<file path="src/assert_macros.svh">
// Assertion wrappers shared by the RTL.
`ifndef ASSERT_MACROS_SVH
`define ASSERT_MACROS_SVH
`ifndef SYNTHESIS
// checked only while out of reset
`define ASSERT_RST(lbl, clk, rst_n, prop) \
    lbl: assert property (@(posedge clk) disable iff (!rst_n) prop) \
        else $error("assertion failed");
// checked on every rising clock edge, reset or not
`define ASSERT_CLK(lbl, clk, prop) \
    lbl: assert property (@(posedge clk) prop) else $error("assertion failed");
`else
`define ASSERT_RST(lbl, clk, rst_n, prop)
`define ASSERT_CLK(lbl, clk, prop)
`endif
`endif

</file>
<file path="src/wsd_pkg.sv">
`timescale 1ns / 1ps
package wsd_pkg;
    localparam int NUM_WORKERS   = 8;
    localparam int QUEUE_DEPTH   = 512;
    localparam int HANDLE_BITS   = 9;

    localparam int WID_BITS      = $clog2(NUM_WORKERS);
    localparam int VIC_BITS      = WID_BITS + 1;
    localparam int SLOT_BITS     = $clog2(QUEUE_DEPTH);
    localparam int IDX_BITS      = SLOT_BITS + 1;
    localparam int ADDR_BITS     = WID_BITS + SLOT_BITS;
    localparam int STORE_DEPTH   = NUM_WORKERS * QUEUE_DEPTH;
    localparam int WC_BITS       = 4;

    localparam int FIFO_DEPTH    = 4;
    localparam int FIFO_PTR_BITS = $clog2(FIFO_DEPTH);
    localparam int FIFO_CNT_BITS = FIFO_PTR_BITS + 1;

    localparam int PADDR_BITS    = 3;
    localparam int PDATA_BITS    = 32;
    localparam logic REG_ACTIVE_WORKERS = 1'b0;
    localparam logic [WC_BITS-1:0] WC_RESET = WC_BITS'(NUM_WORKERS);

    typedef enum logic {
        MODE_PUSH  = 1'b0,
        MODE_FETCH = 1'b1
    } t_wsd_mode;

    // one classified request on its way to the store
    typedef struct packed {
        logic                   wr;
        logic                   rd;
        logic [ADDR_BITS-1:0]   addr;
        logic [HANDLE_BITS-1:0] handle;
        logic                   found;
        logic                   stolen;
        logic                   ovf;
        logic                   bad;
    } t_wsd_op;
endpackage

</file>
<file path="src/wsd_fifo.sv">
`timescale 1ns / 1ps
`include "assert_macros.svh"
module wsd_fifo (
    input  logic             i_clk,
    input  logic             i_rst_n,
    input  logic             i_push,
    input  wsd_pkg::t_wsd_op i_data,
    output logic             o_full,
    input  logic             i_pop,
    output wsd_pkg::t_wsd_op o_data,
    output logic             o_empty
);
    import wsd_pkg::*;

    t_wsd_op                  r_mem [FIFO_DEPTH];
    logic [FIFO_PTR_BITS-1:0] r_wp;
    logic [FIFO_PTR_BITS-1:0] r_rp;
    logic [FIFO_CNT_BITS-1:0] r_count;
    logic [FIFO_CNT_BITS-1:0] cnt_inc;
    logic                     do_push;
    logic                     do_pop;

    assign o_full  = (r_count == FIFO_CNT_BITS'(FIFO_DEPTH));
    assign o_empty = (r_count == '0);
    assign o_data  = r_mem[r_rp];
    assign do_push = i_push && !o_full;
    assign do_pop  = i_pop && !o_empty;
    assign cnt_inc = r_count + FIFO_CNT_BITS'(1);

    always_ff @(posedge i_clk) begin
        if (do_push) begin
            r_mem[r_wp] <= i_data;
        end
    end

    always_ff @(posedge i_clk) begin
        if (!i_rst_n) begin
            r_wp    <= '0;
            r_rp    <= '0;
            r_count <= '0;
        end else begin
            if (do_push) begin
                r_wp <= r_wp + FIFO_PTR_BITS'(1);
            end
            if (do_pop) begin
                r_rp <= r_rp + FIFO_PTR_BITS'(1);
            end
            if (do_push && !do_pop) begin
                r_count <= cnt_inc;
            end else if (do_pop && !do_push) begin
                r_count <= r_count - FIFO_CNT_BITS'(1);
            end
        end
    end

    `ASSERT_RST(a_cnt_max, i_clk, i_rst_n, r_count <= FIFO_CNT_BITS'(FIFO_DEPTH))
    `ASSERT_RST(a_cnt_up, i_clk, i_rst_n, (do_push && !do_pop) |=> (r_count == $past(cnt_inc)))
    `ASSERT_RST(a_ptr_gap, i_clk, i_rst_n, (r_wp - r_rp) == r_count[FIFO_PTR_BITS-1:0])
endmodule

</file>
<file path="config.mk">
export PLATFORM = sky130hd
export DESIGN_NAME = wsd_fifo
export DESIGN_NICKNAME = d
export VERILOG_FILES = /design/src/wsd_pkg.sv /design/src/wsd_fifo.sv
export VERILOG_INCLUDE_DIRS = /design/src /design/src/src
export SDC_FILE = /design/constraint.sdc
export NUM_CORES = 1
export LEC_CHECK = 0
export BUFFER_PORTS_ARGS = -buffer_cell sky130_fd_sc_hd__buf_2
export CAP_MARGIN = 20
export CELL_PAD_IN_SITES_DETAIL_PLACEMENT = 0
export CELL_PAD_IN_SITES_GLOBAL_PLACEMENT = 1
export CORE_ASPECT_RATIO = 1.25
export CORE_MARGIN = 2
export CORE_UTILIZATION = 45
export CTS_BUF_LIST = sky130_fd_sc_hd__clkbuf_4 sky130_fd_sc_hd__clkbuf_8 sky130_fd_sc_hd__clkbuf_16
export DETAILED_ROUTE_END_ITERATION = 8
export PLACE_DENSITY_LB_ADDON = 0.1
export SETUP_SLACK_MARGIN = 0.1
export SLEW_MARGIN = 20
export SYNTH_ARGS = -nofsm -noshare
export SYNTH_HDL_FRONTEND = slang
export SYNTH_SLANG_ARGS = --single-unit
</file>
<file path="constraint.sdc">
create_clock -name i_clk -period 2.36 [get_ports i_clk]
set_input_delay 0.118 -clock i_clk [delete_from_list [all_inputs] [get_ports i_clk]]
set_output_delay 0.118 -clock i_clk [all_outputs]
set_load 0.02 [all_outputs]
</file>
==> flow_results.org, run 1 <==
** Clock tree
- CTS built an H-tree with a depth of 4.
- Worst-case clock buffer depth :: 2
- Clock-pin slew was measured on the worst setup and hold paths at 0.05 ns.
- TritonCTS built the clock tree.
- Post-CTS Setup Repair Bufs :: 0
- Clock root buffer :: clkbuf_16
- TritonCTS created 17 clock buffers.
- Latest clock arrival within the worst-skew pair :: 0.40 ns
- Counting every sink on the clock net gives 117.

** Timing
- Minimum period implied by the final worst setup slack :: 2.05 ns
- Setup TNS after final layout :: 0 ns
- The number of slew-limit violations in the final report is 0.
- Final hold violations :: 0
- Headroom to the max-slew limit came out at 69.9%.
- For the final database, setup skew stands at 0.00886 ns.
- Achievable clock frequency :: 487 MHz
- Final setup vio count :: 0
- Setup repair after global routing left no endpoint under its margin.
- Hold WS :: 0.0380 ns
- Measured slew at the worst slew-check pin :: 0.450 ns
- Dividing the final minimum period by the clock period gives 87.1%.

** Layout
- Cells with a size suffix above 1 make up 42.3% of the layout.
- After routing the design area is 0.00575 mm².
- In the layout the commonest cells are edfxtp_1, buf_2, mux4_2, dlygate4sd3_1, clkbuf_16.
- Most frequent standard cell in the layout excluding fill and tap cells :: edfxtp_1
- Diode insertion count for antenna repair :: 0
- Total number of nets in the final design :: 331
- Relative to the synthesized area, the layout overhead comes to 30.6%.
- The layout has 724 filler cells.

** Die
- For this configuration, the core starts out at a cell density of 46.0%.
- From left edge to right edge, the die measures 92.5 µm.
- In this run the count of I/O pins placed on the die edge is 60.
- Row generation in the floorplan step produced 40 rows.
- Die area :: 0.0106 mm²
- The total area inside the core boundary comes to 0.00956 mm².
- Die height :: 115 µm

** Logic synthesis
- Portion of the post-synthesis area used by sequential elements :: 77.8%
- Gate Count Post-Synth :: 189
- The synthesized netlist devotes 0.768% of its cell area to compound gates.
- Top-area cell type share of the netlist area :: 73.7%
- After synthesis, the largest family of logic cells by area is multiplexers.
- Simple-gate share of the synthesized area :: 2.30%
- Synthesis-stage register bit count :: 117
- Share of synthesized cell area in full adder, half adder and majority cells :: 1.88%
- Synth area leader :: edfxtp_1
- Unique cell type count in the Yosys netlist :: 23
- The mapped netlist covers 0.00440 mm².
- Multiplexer share of the synthesized area :: 14.5%
- Post-Synthesis Net Count :: 226
- The synthesized netlist devotes 0.796% of its cell area to XOR and XNOR gates.
- In this run the mean area of a mapped cell was 23.3 µm².
- Dominant cells by area after synthesis :: edfxtp_1, mux4_2, dfxtp_1, ha_1, and2_1
- Number of warnings printed during yosys synthesis :: 0

** Global routing
- The first global-routing pass estimated 11900 µm of wire.
- In the global route stage, overall resource usage came out at 15.9%.
- The number of antenna violations at the first check in global routing was 0.
- The via count of the first global-routing pass is 2255.
- Entering global routing, the biggest net connects 28 pins.
- Gr ovfl total :: 0

** Worst setup path
- The startpoint identified for the worst register-to-register timing path is r_count[1].
- Walking the worst path, the cells encountered are o31ai_2, ha_1, inv_1, fa_1, xor2_1, or3_1, a21boi_1.
- Buffers & Inverters on Critical Path :: 1
- Critical-path maximum fanout :: 6
- Critical Path Stages :: 7
- CP Launch Point :: r_count[1]
- Reg2Reg Capture Point :: r_count[2]
- The largest individual stage delay along the critical path comes from the cell fa_1.
- Broken down by cell family, the worst path's largest delay share belongs to adder cells.
- Data arrival time of the critical path :: 2.39 ns
- Worst setup path end :: r_count[2]
- CP max stage delay :: 0.38 ns
- Startpoint class of the critical path :: register
- Required time of the worst setup path :: 2.70 ns
- The setup path with the least slack is of type register to register.
- Logic depth of the worst register-to-register path :: 7
- The worst register-to-register path has a setup slack of 0.31 ns.
- CP Capture Type :: register

** Power
- PnR Total Power :: 6560 µW
- Pwr Density :: 1140 mW/mm²
- Maximum vdd drop :: 0.629 mV
- In this run the static leakage power is 0.00202 µW.

** Route
- Vias :: 2143
- After detailed routing, the number of vias per cell comes to 4.95.
- Initial DRT Pass Iterations :: 4
- Wires add up to 7270 µm.
- In this run, the number of DRC markers left after iteration 0 of detailed routing was 112.
- DRC Markers :: 0
- Drt wl/cell :: 16.8 µm
- The detail route stage leaves a number of antenna-violating nets equal to 0.

** Place
- The placed instances occupy a cell area of 0.00492 mm².
- The congestion estimate from routability-driven global placement came to 0.680.
- Buffers placed on the I/O ports in this run total 59.
- The wire-length estimate of the detail-placed layout is 4310 µm.

** Job
- The tool flagged a number of max-cap violations equal to 0.

** Hold path
- Worst Hold Class :: input pin to register
- Worst Min Path Start :: i_rst_n

** Run status
- The flow ran to the end, and the final reports show no timing, DRC or antenna violations.
[cell usage after synthesis, drive strengths merged]
cell    instances
nand2           4
clkbuf          1
dfxtp           9
ha              5
nor2b           2
fa              1
o21ai           1
and2            8
mux4           27
or3             1
edfxtp        108
a21boi          1
xor2            1
xnor2           3
nor3b           1
mux2i           3
o311ai          1
nor3            1
buf             7
inv             3
o31ai           1
[worst min path at each step]
stage | endpoint | slack (ns) | cells past startpoint
global route | register | 0.05 | 2
global placement | r_mem[0][17] | 0.33 | 1
floorplan | r_mem[0][0] | 0.22 | 0
CTS | r_wp[1] | 0.03 | 3
detailed placement | r_mem[0][17] | 0.34 | 1
finish | r_wp[0] | 0.04 | 3
[sequential cells by signal, summed over array words and instances, names as in the netlist, named ones only]
register	flops
r_count	3
r_mem	108
r_rp	2
r_wp	2
[through the flow]
stage                     utilization (%)  std cells  worst slack (ns)
after floorplan                         -        189             0.270
after global placement               51.5        374             0.333
after detailed placement             51.5        374             0.282
after CTS                            60.1        433             0.269
after global routing                 60.1        433             0.122
final                                60.1        433             0.305
[final cells by class]
| cell class | instances | area (µm²) | area share (%) |
|---|---|---|---|
| clock buffers | 19 | 440 | 7.66 |
| flip-flops and latches | 117 | 3430 | 59.6 |
| repair buffers | 94 | 701 | 12.2 |
| clock inverters | 13 | 115 | 2.00 |
| multi-input cells | 61 | 896 | 15.6 |
| well taps | 126 | 158 | 2.74 |
| inverters | 3 | 11.3 | 0.196 |
[worst min-delay path, cell delays in order]
cell	delay, ns
buf_2	0.15
nand2_1	0.07
mux2i_1	0.05
[per-layer routing]
| layer | up-vias | wire length, µm | track usage, % |
|---|---|---|---|
| met1 | 1087 | 2940 | 18.6 |
| met4 | 0 | 140 | 8.36 |
| li1 | 988 | - | - |
| met3 | 13 | 326 | 5.00 |
| met2 | 55 | 3860 | 26.4 |
| met5 | - | 0 | 0 |
[power by group]
| group | switching [µW] | leakage, µW | internal (µW) |
|---|---|---|---|
| Combinational | 803 | 0.000684 | 743 |
| Sequential | 133 | 0.00106 | 2530 |
| Clock | 808 | 0.000273 | 1540 |
[logic make-up after synthesis]
family / count (synthesis)
flops: 117
simple gates: 17
fa+ha+maj: 6
xor+xnor: 4
compound gates: 4
buf+inv: 11
mux: 30
[repair_timing]
item	in CTS	in global routing
hold endpoints to repair	108	0
setup endpoints to repair	0	1
hold buffers	27	0
gates resized for setup	0	1
(Power assumes the default switching activity.)
==> inputs of run 2 (changes only) <==
- clock period: 2.36 -> 2.2 ns (I/O delays scaled with it)
==> flow_results.org, run 2 (synthesis gave the netlist of run 1 again) <==
** Run status
- Result of the run :: complete, no violations

** Clock tree
- Buffers inserted during clock tree synthesis total 17.
- Clock-pin slew was measured on the worst setup and hold paths at 0.05 ns.
- For the worst-skew pair, the clock arrives at the later sink with an insertion delay of 0.40 ns.
- CTS H-tree lvls :: 4
- TritonCTS built the clock tree.
- Number of sinks handled by clock tree synthesis :: 117
- Worst-case clock buffer depth :: 2
- Clock root buffer :: clkbuf_16

** Worst setup path
- The worst setup path is of the register to register kind.
- Data on the critical path is required at its endpoint by 2.52 ns.
- Critical R2R Launch :: r_count[1]
- Startpoint class of the critical path :: register
- Reg-to-reg slack, setup :: 0.23 ns
- The worst setup path is captured at a register.
- The largest single stage delay on the critical path is 0.37 ns.
- Cell type of the slowest stage on the worst timing path :: fa_1
- Data arrival time of the critical path :: 2.29 ns
- Tracing the worst setup path back leads to its startpoint at r_count[1].
- Along the worst path, the maximum fanout reaches 6.
- The critical path goes through o31ai_4, ha_2, inv_1, fa_1, xor2_1, or3_1, a21boi_1.

** Global routing
- Met3 usage in global routing :: 6.06%
- Most used routing layer in global routing :: met2
- Maximum number of pins on one net before global-route repair :: 28
- GR Util met1 :: 17.3%
- For this run, global-route usage on met2 was measured as 26.6%.
- The number of antenna violations at the first check in global routing came to 0.
- Gr ovfl total :: 0
- The first global-routing pass estimated 11600 µm of wire.
- Tot GR Track Use :: 15.5%
- Via count of the first global-routing pass :: 2262

** Die
- The initial utilization of the core area, before any placement, comes to 46.0%.
- Die area :: 0.0106 mm²
- Die height :: 115 µm
- The region available for standard cell placement spans 0.00956 mm².
- Die X :: 92.5 µm
- In this run the core area contains 40 standard-cell rows.
- # IOs :: 60

** Layout
- Leaving out filler cells and counting taps, the final layout contains 436.
- The register with the most flip-flops in the layout has 108 of them.
- The area growth from synthesis to layout is 30.4%.
- Diode insertion count for antenna repair :: 0
- The post-route netlist has 44.8% of its cells at a drive strength greater than 1.
- The register with the most flip-flops in the final layout is r_mem.
- The largest registers in the layout are r_mem (108), r_count (3).
- Most frequent standard cell in the layout excluding fill and tap cells :: edfxtp_1
- Most used cells in the layout excluding fill and tap cells :: edfxtp_1, buf_2, mux4_2, dlygate4sd3_1, clkbuf_16
- Total number of nets in the final design :: 334

** Timing
- Minimum period implied by the final worst setup slack :: 1.97 ns
- On the final layout, the worst hold slack is 0.0588 ns.
- Static timing analysis puts the maximum clock frequency at 507 MHz.
- Setup repair after global routing left no endpoint under its margin.
- Final setup vio count :: 0
- The number of slew-limit violations in the final report is 0.
- The clock arrives with 0.00588 ns of skew.
- The number of hold violations in the final report came to 0.
- In this run the tightest slew margin relative to its limit is 73.1%.
- Measured slew at the worst slew-check pin :: 0.403 ns
- Setup total negative slack on the finished layout was measured at 0 ns.
- Period Utilization, post-route :: 89.6%
- Least setup slack across all paths after layout :: 0.229 ns

** Hold path
- Worst Min Path Start :: i_rst_n
- Worst Hold Class :: input pin to register

** Power
- The internal portion of the total power is 5100 µW.
- Sequential cells account for 40.6% of the total power.
- Of the total power, the share spent switching nets is 26.6%.
- Power spread over the standard cell area amounts to 1210 mW/mm².
- Leakage component of the power :: 0.00203 µW
- Clock network power share :: 35.1%
- Of the total power, combinational logic draws 24.4%.
- PnR Total Power :: 6950 µW
- Switching power total :: 1850 µW
- VDD sags by at most 0.662 mV.

** Place
- After detailed placement, the design holds a cell count of 376.
- Before CTS, the worst setup slack after placement is 0.112 ns.
- Routability-driven placement congestion ratio :: 0.645
- DP Wirelength :: 4640 µm
- During placement, the flow inserted port buffers numbering 59.

** Route
- Routed via count divided by cell count :: 4.88
- Before antenna repair, the detailed router went through 4 iterations.
- DRC Markers :: 0
- Number of nets with antenna violations after routing :: 0
- The detailed router finished its first iteration with 83 violations.
- After detailed routing, the average wire length per cell comes to 17.0 µm.
- Detailed-route wire length :: 7390 µm
- The final route contains 2127 vias.

** Job
- Max-cap violations in this run came to 0.
-- run 2: changes by cell type in the layout (fill, tap and decap cells not counted), sizes merged --
cell / before / now
clkbuf: 19 / 27
clkinvlp: 2 / 1
clkinv: 9 / 4
bufinv: 2 / 0
buf: 67 / 70
-- run 2: per-layer routing --
layer  up-vias  part of all wire, %
met5         -                    0
met4         0                  1.5
met3         9                  4.4
met2        49                   54
met1      1074                   40
li1        995                    -
-- run 2: through the flow --
step / area [µm²] / util, %
final: 5740 / 60.0
after global routing: 5740 / 60.0
after CTS: 5710 / 59.8
after detailed placement: 4900 / 51.2
after global placement: 4900 / 51.2
after floorplan: 4400 / -
-- run 2: what timing repair did --
item	4_1_cts	5_1_grt
gates resized for setup	0	6
hold endpoints to repair	108	0
setup buffers	0	1
endpoints found under the setup margin	0	1
hold buffers	27	0
-- run 2: final timing paths --
check / cells after the start / end
hold / removal: 2 / r_count[1]
setup reg to reg: 7 / r_count[2]
hold reg to reg: 2 / r_wp[1]
setup / recovery: 7 / r_count[2]
-- run 2: critical path: cells and delay by family, from the launching register on --
family                   cells  cell delay, ns
AO/OA/AOI/OAI                2            0.42
XOR/XNOR                     1            0.17
adder cells (fa/ha/maj)      2            0.60
buffers and inverters        1            0.05
flip-flops                   1            0.36
AND/OR/NAND/NOR              1            0.30
-- run 2: layout make-up --
class / count / area, µm²
clock buffers: 27 / 519
clock inverters: 5 / 25.0
fillers: 736 / 3820
inverters: 3 / 11.3
multi-input cells: 61 / 910
flip-flops and latches: 117 / 3430
well taps: 126 / 158
repair buffers: 97 / 686
-- run 2: power groups by stage --
| stage | clock [µW] | combinational, µW | sequential, µW |
|---|---|---|---|
| floorplan | 0 | 1240 | 2830 |
| global placement | 0 | 1680 | 2850 |
| detailed placement | 0 | 1680 | 2850 |
| CTS | 2480 | 1720 | 2810 |
| global route | 2590 | 1830 | 2840 |
| finish | 2440 | 1690 | 2820 |
==> inputs of run 3 (changes only) <==
- CORE_ASPECT_RATIO: 1.25 -> 0.9
- GPL_TIMING_DRIVEN: not set -> 0
- SETUP_SLACK_MARGIN: 0.1 -> 0.3
==> flow_results.org, run 3 (synthesis gave the netlist of run 1 again) <==
** Die
- Measured along the x axis, the die boundary spans 108 µm.
- Initial core utilization :: 46.0%
- The total area inside the core boundary comes to 0.00957 mm².
- The die covers 0.0106 mm².
- Placement row count :: 34
- The die is 97.8 µm tall.
- # IOs :: 60

** Timing
- Setup repair after global routing missed its margin :: yes
- After layout, the worst setup slack is 0.280 ns.
- Period Utilization, post-route :: 87.3%
- Setup TNS after final layout :: 0 ns
- Worst slew margin relative to its limit :: 76.1%
- Static timing analysis puts the maximum clock frequency at 521 MHz.
- Across the routed clock network, the largest skew measured is 0.0112 ns.
- The clock period could shrink to 1.92 ns.
- At the pin with the least slew margin, the transition time is 0.359 ns.
- Total count of max-transition violations in the final report :: 0
- The number of hold violations in the final report came to 0.
- Final setup vio count :: 0

** Worst setup path
- Library cell appearing most often on the critical path :: buf_12
- CP max stage delay :: 0.53 ns
- Buffers & Inverters on Critical Path :: 3
- STA puts the critical path data arrival time at 1.81 ns.
- In this run the worst path has a maximum fanout of 7.
- Traced cell by cell, the critical path runs through buf_12, buf_12, mux4_2, buf_6.
- Among cell families on the critical path, the largest total delay comes from multiplexers.
- CP Capture Type :: primary output
- The worst setup path is of the register to primary output kind.
- The worst register-to-register path begins at r_count[2].
- Cell type of the slowest stage on the worst timing path :: mux4_2
- At the worst endpoint, the required time is 2.09 ns.
- STA classifies the critical path startpoint as a register.

** Layout
- Layout Cells excl Fill :: 447
- Compared with the post-synthesis result, the final layout area differs by 41.2%.
- The repair_antennas step left the layout with diodes totalling 0.
- Summed area of non-filler cells in the final layout :: 0.00621 mm²
- Most frequent standard cell in the layout excluding fill and tap cells :: edfxtp_1
- Combined flip-flop and latch cell area :: 0.00344 mm²
- In the layout the commonest cells are edfxtp_1, buf_2, dlygate4sd3_1.
- Largest Register :: r_mem
- Summing all multi-input logic gate instances after layout gives 930 µm².
- In the final layout, the registers with the most flip-flops are r_mem (108), r_count (3).
- Flip-flop count of the largest register, all copies and words added :: 108
- Total number of nets in the final design :: 345
- Fraction of final layout cells sized beyond drive strength 1 :: 46.7%
- Filler Cell Count :: 675

** Place
- Timing analysis after detailed placement gives a worst setup slack of 0.213 ns.
- At the end of routability-driven placement, the weighted congestion stood at 0.685.
- Port bufs :: 58
- Summing all placed instances gives a cell area of 0.00500 mm².
- Counting tap cells, the placed design contains a total of 377 instances.
- DP Wirelength :: 4600 µm

** Route
- The count of nets left with antenna violations once routing finished came out at 0.
- Wires add up to 7550 µm.
- The first TritonRoute pass finished after 4 iterations.
- DRC Markers :: 0
- For this block, the initial DRC count from the detailed router was 75.
- Routed via count divided by cell count :: 4.92
- Drt wl/cell :: 16.9 µm
- Vias :: 2198

** Power
- Power comes to 7970 µW.
- VDD sags by at most 0.671 mV.
- Power spread over the standard cell area amounts to 1280 mW/mm².
- Leakage component of the power :: 0.00221 µW

** Job
- Max-cap violations in this run came to 0.

** Clock tree
- Number of sinks handled by clock tree synthesis :: 117
- Clock tree synthesis selected as its root buffer the cell clkbuf_8.
- TritonCTS built the clock tree.
- Latest clock arrival within the worst-skew pair :: 0.50 ns
- CTS H-tree lvls :: 4
- Clock transition time at the flip-flop clock pins of the worst setup and hold paths :: 0.05 ns
- TritonCTS buffer count :: 17
- The clock passes through at most 2 buffers.

** Global routing
- Wire length of the first global-routing pass :: 11600 µm
- Number of antenna violations at the first check in global routing :: 0
- Gr ovfl total :: 0
- Tot GR Track Use :: 15.4%
- Via count of the first global-routing pass :: 2247
- Entering global routing, the biggest net connects 18 pins.

** Hold path
- Worst Hold Class :: input pin to register
- Worst Min Path Start :: i_pop

** Run status
- Result of the run :: complete, no violations
## run 3: changes by cell type in the layout (fill, tap and decap cells not counted), moves of 2 or more
cell	change
dfxtp_2	-3
dfxtp_4	+3
and2_2	-3
buf_16	+5
buf_12	+2
clkbuf_4	-3
clkinv_2	+2
buf_6	+25
and2_4	+3
buf_2	-25
bufinv_16	+4
clkinv_1	-2
## run 3: layout make-up
type	instances	area share (%)
clock buffer	22	7.37
clock inverter	10	2.50
inverter	3	0.181
multi-input combinational	61	15.0
timing repair buffer	100	15.7
buffer	8	1.47
sequential	117	55.3
tap	126	2.54
## run 3: tightest hold or removal path: stages
cell     delay [ns]
buf_2          0.13
o31ai_4        0.07
xnor2_1        0.08
and2_1         0.15
## run 3: metal layers
metal	track usage (%)	share of wire (%)	up-vias
met3	5.21	4.3	13
li1	-	-	1030
met4	7.10	1.7	0
met2	25.1	51	51
met1	18.5	43	1104
met5	0	0	-
## run 3: power breakdown
part | internal, µW | total (µW) | switching (µW)
clock | 1910 | 2800 | 888
sequential | 2720 | 2830 | 107
combinational | 1320 | 2350 | 1030
## run 3: final timing paths
| path | to | slack (ns) | cells past startpoint |
|---|---|---|---|
| setup reg to reg | r_count[2] | 0.29 | 8 |
| setup / recovery | o_data[19] | 0.28 | 4 |
| hold reg to reg | r_wp[0] | 0.50 | 2 |
| hold / removal | register | 0.08 | 4 |
## run 3: through the flow
| stage | util, % | hold slack [ns] |
|---|---|---|
| floorplan | - | 0.209 |
| global placement | 51.0 | 0.325 |
| detailed placement | 52.2 | 0.332 |
| CTS | 62.9 | 0.0415 |
| global route | 64.9 | 0.0764 |
| finish | 64.9 | 0.0751 |
## run 3: timing repair
item,4_1_cts,5_1_grt
gates cloned,1,1
endpoints found under the hold margin,114,0
hold buffers,28,0
pin swaps,2,1
gates resized for setup,18,45
endpoints found under the setup margin,21,70
buffers inserted,5,3
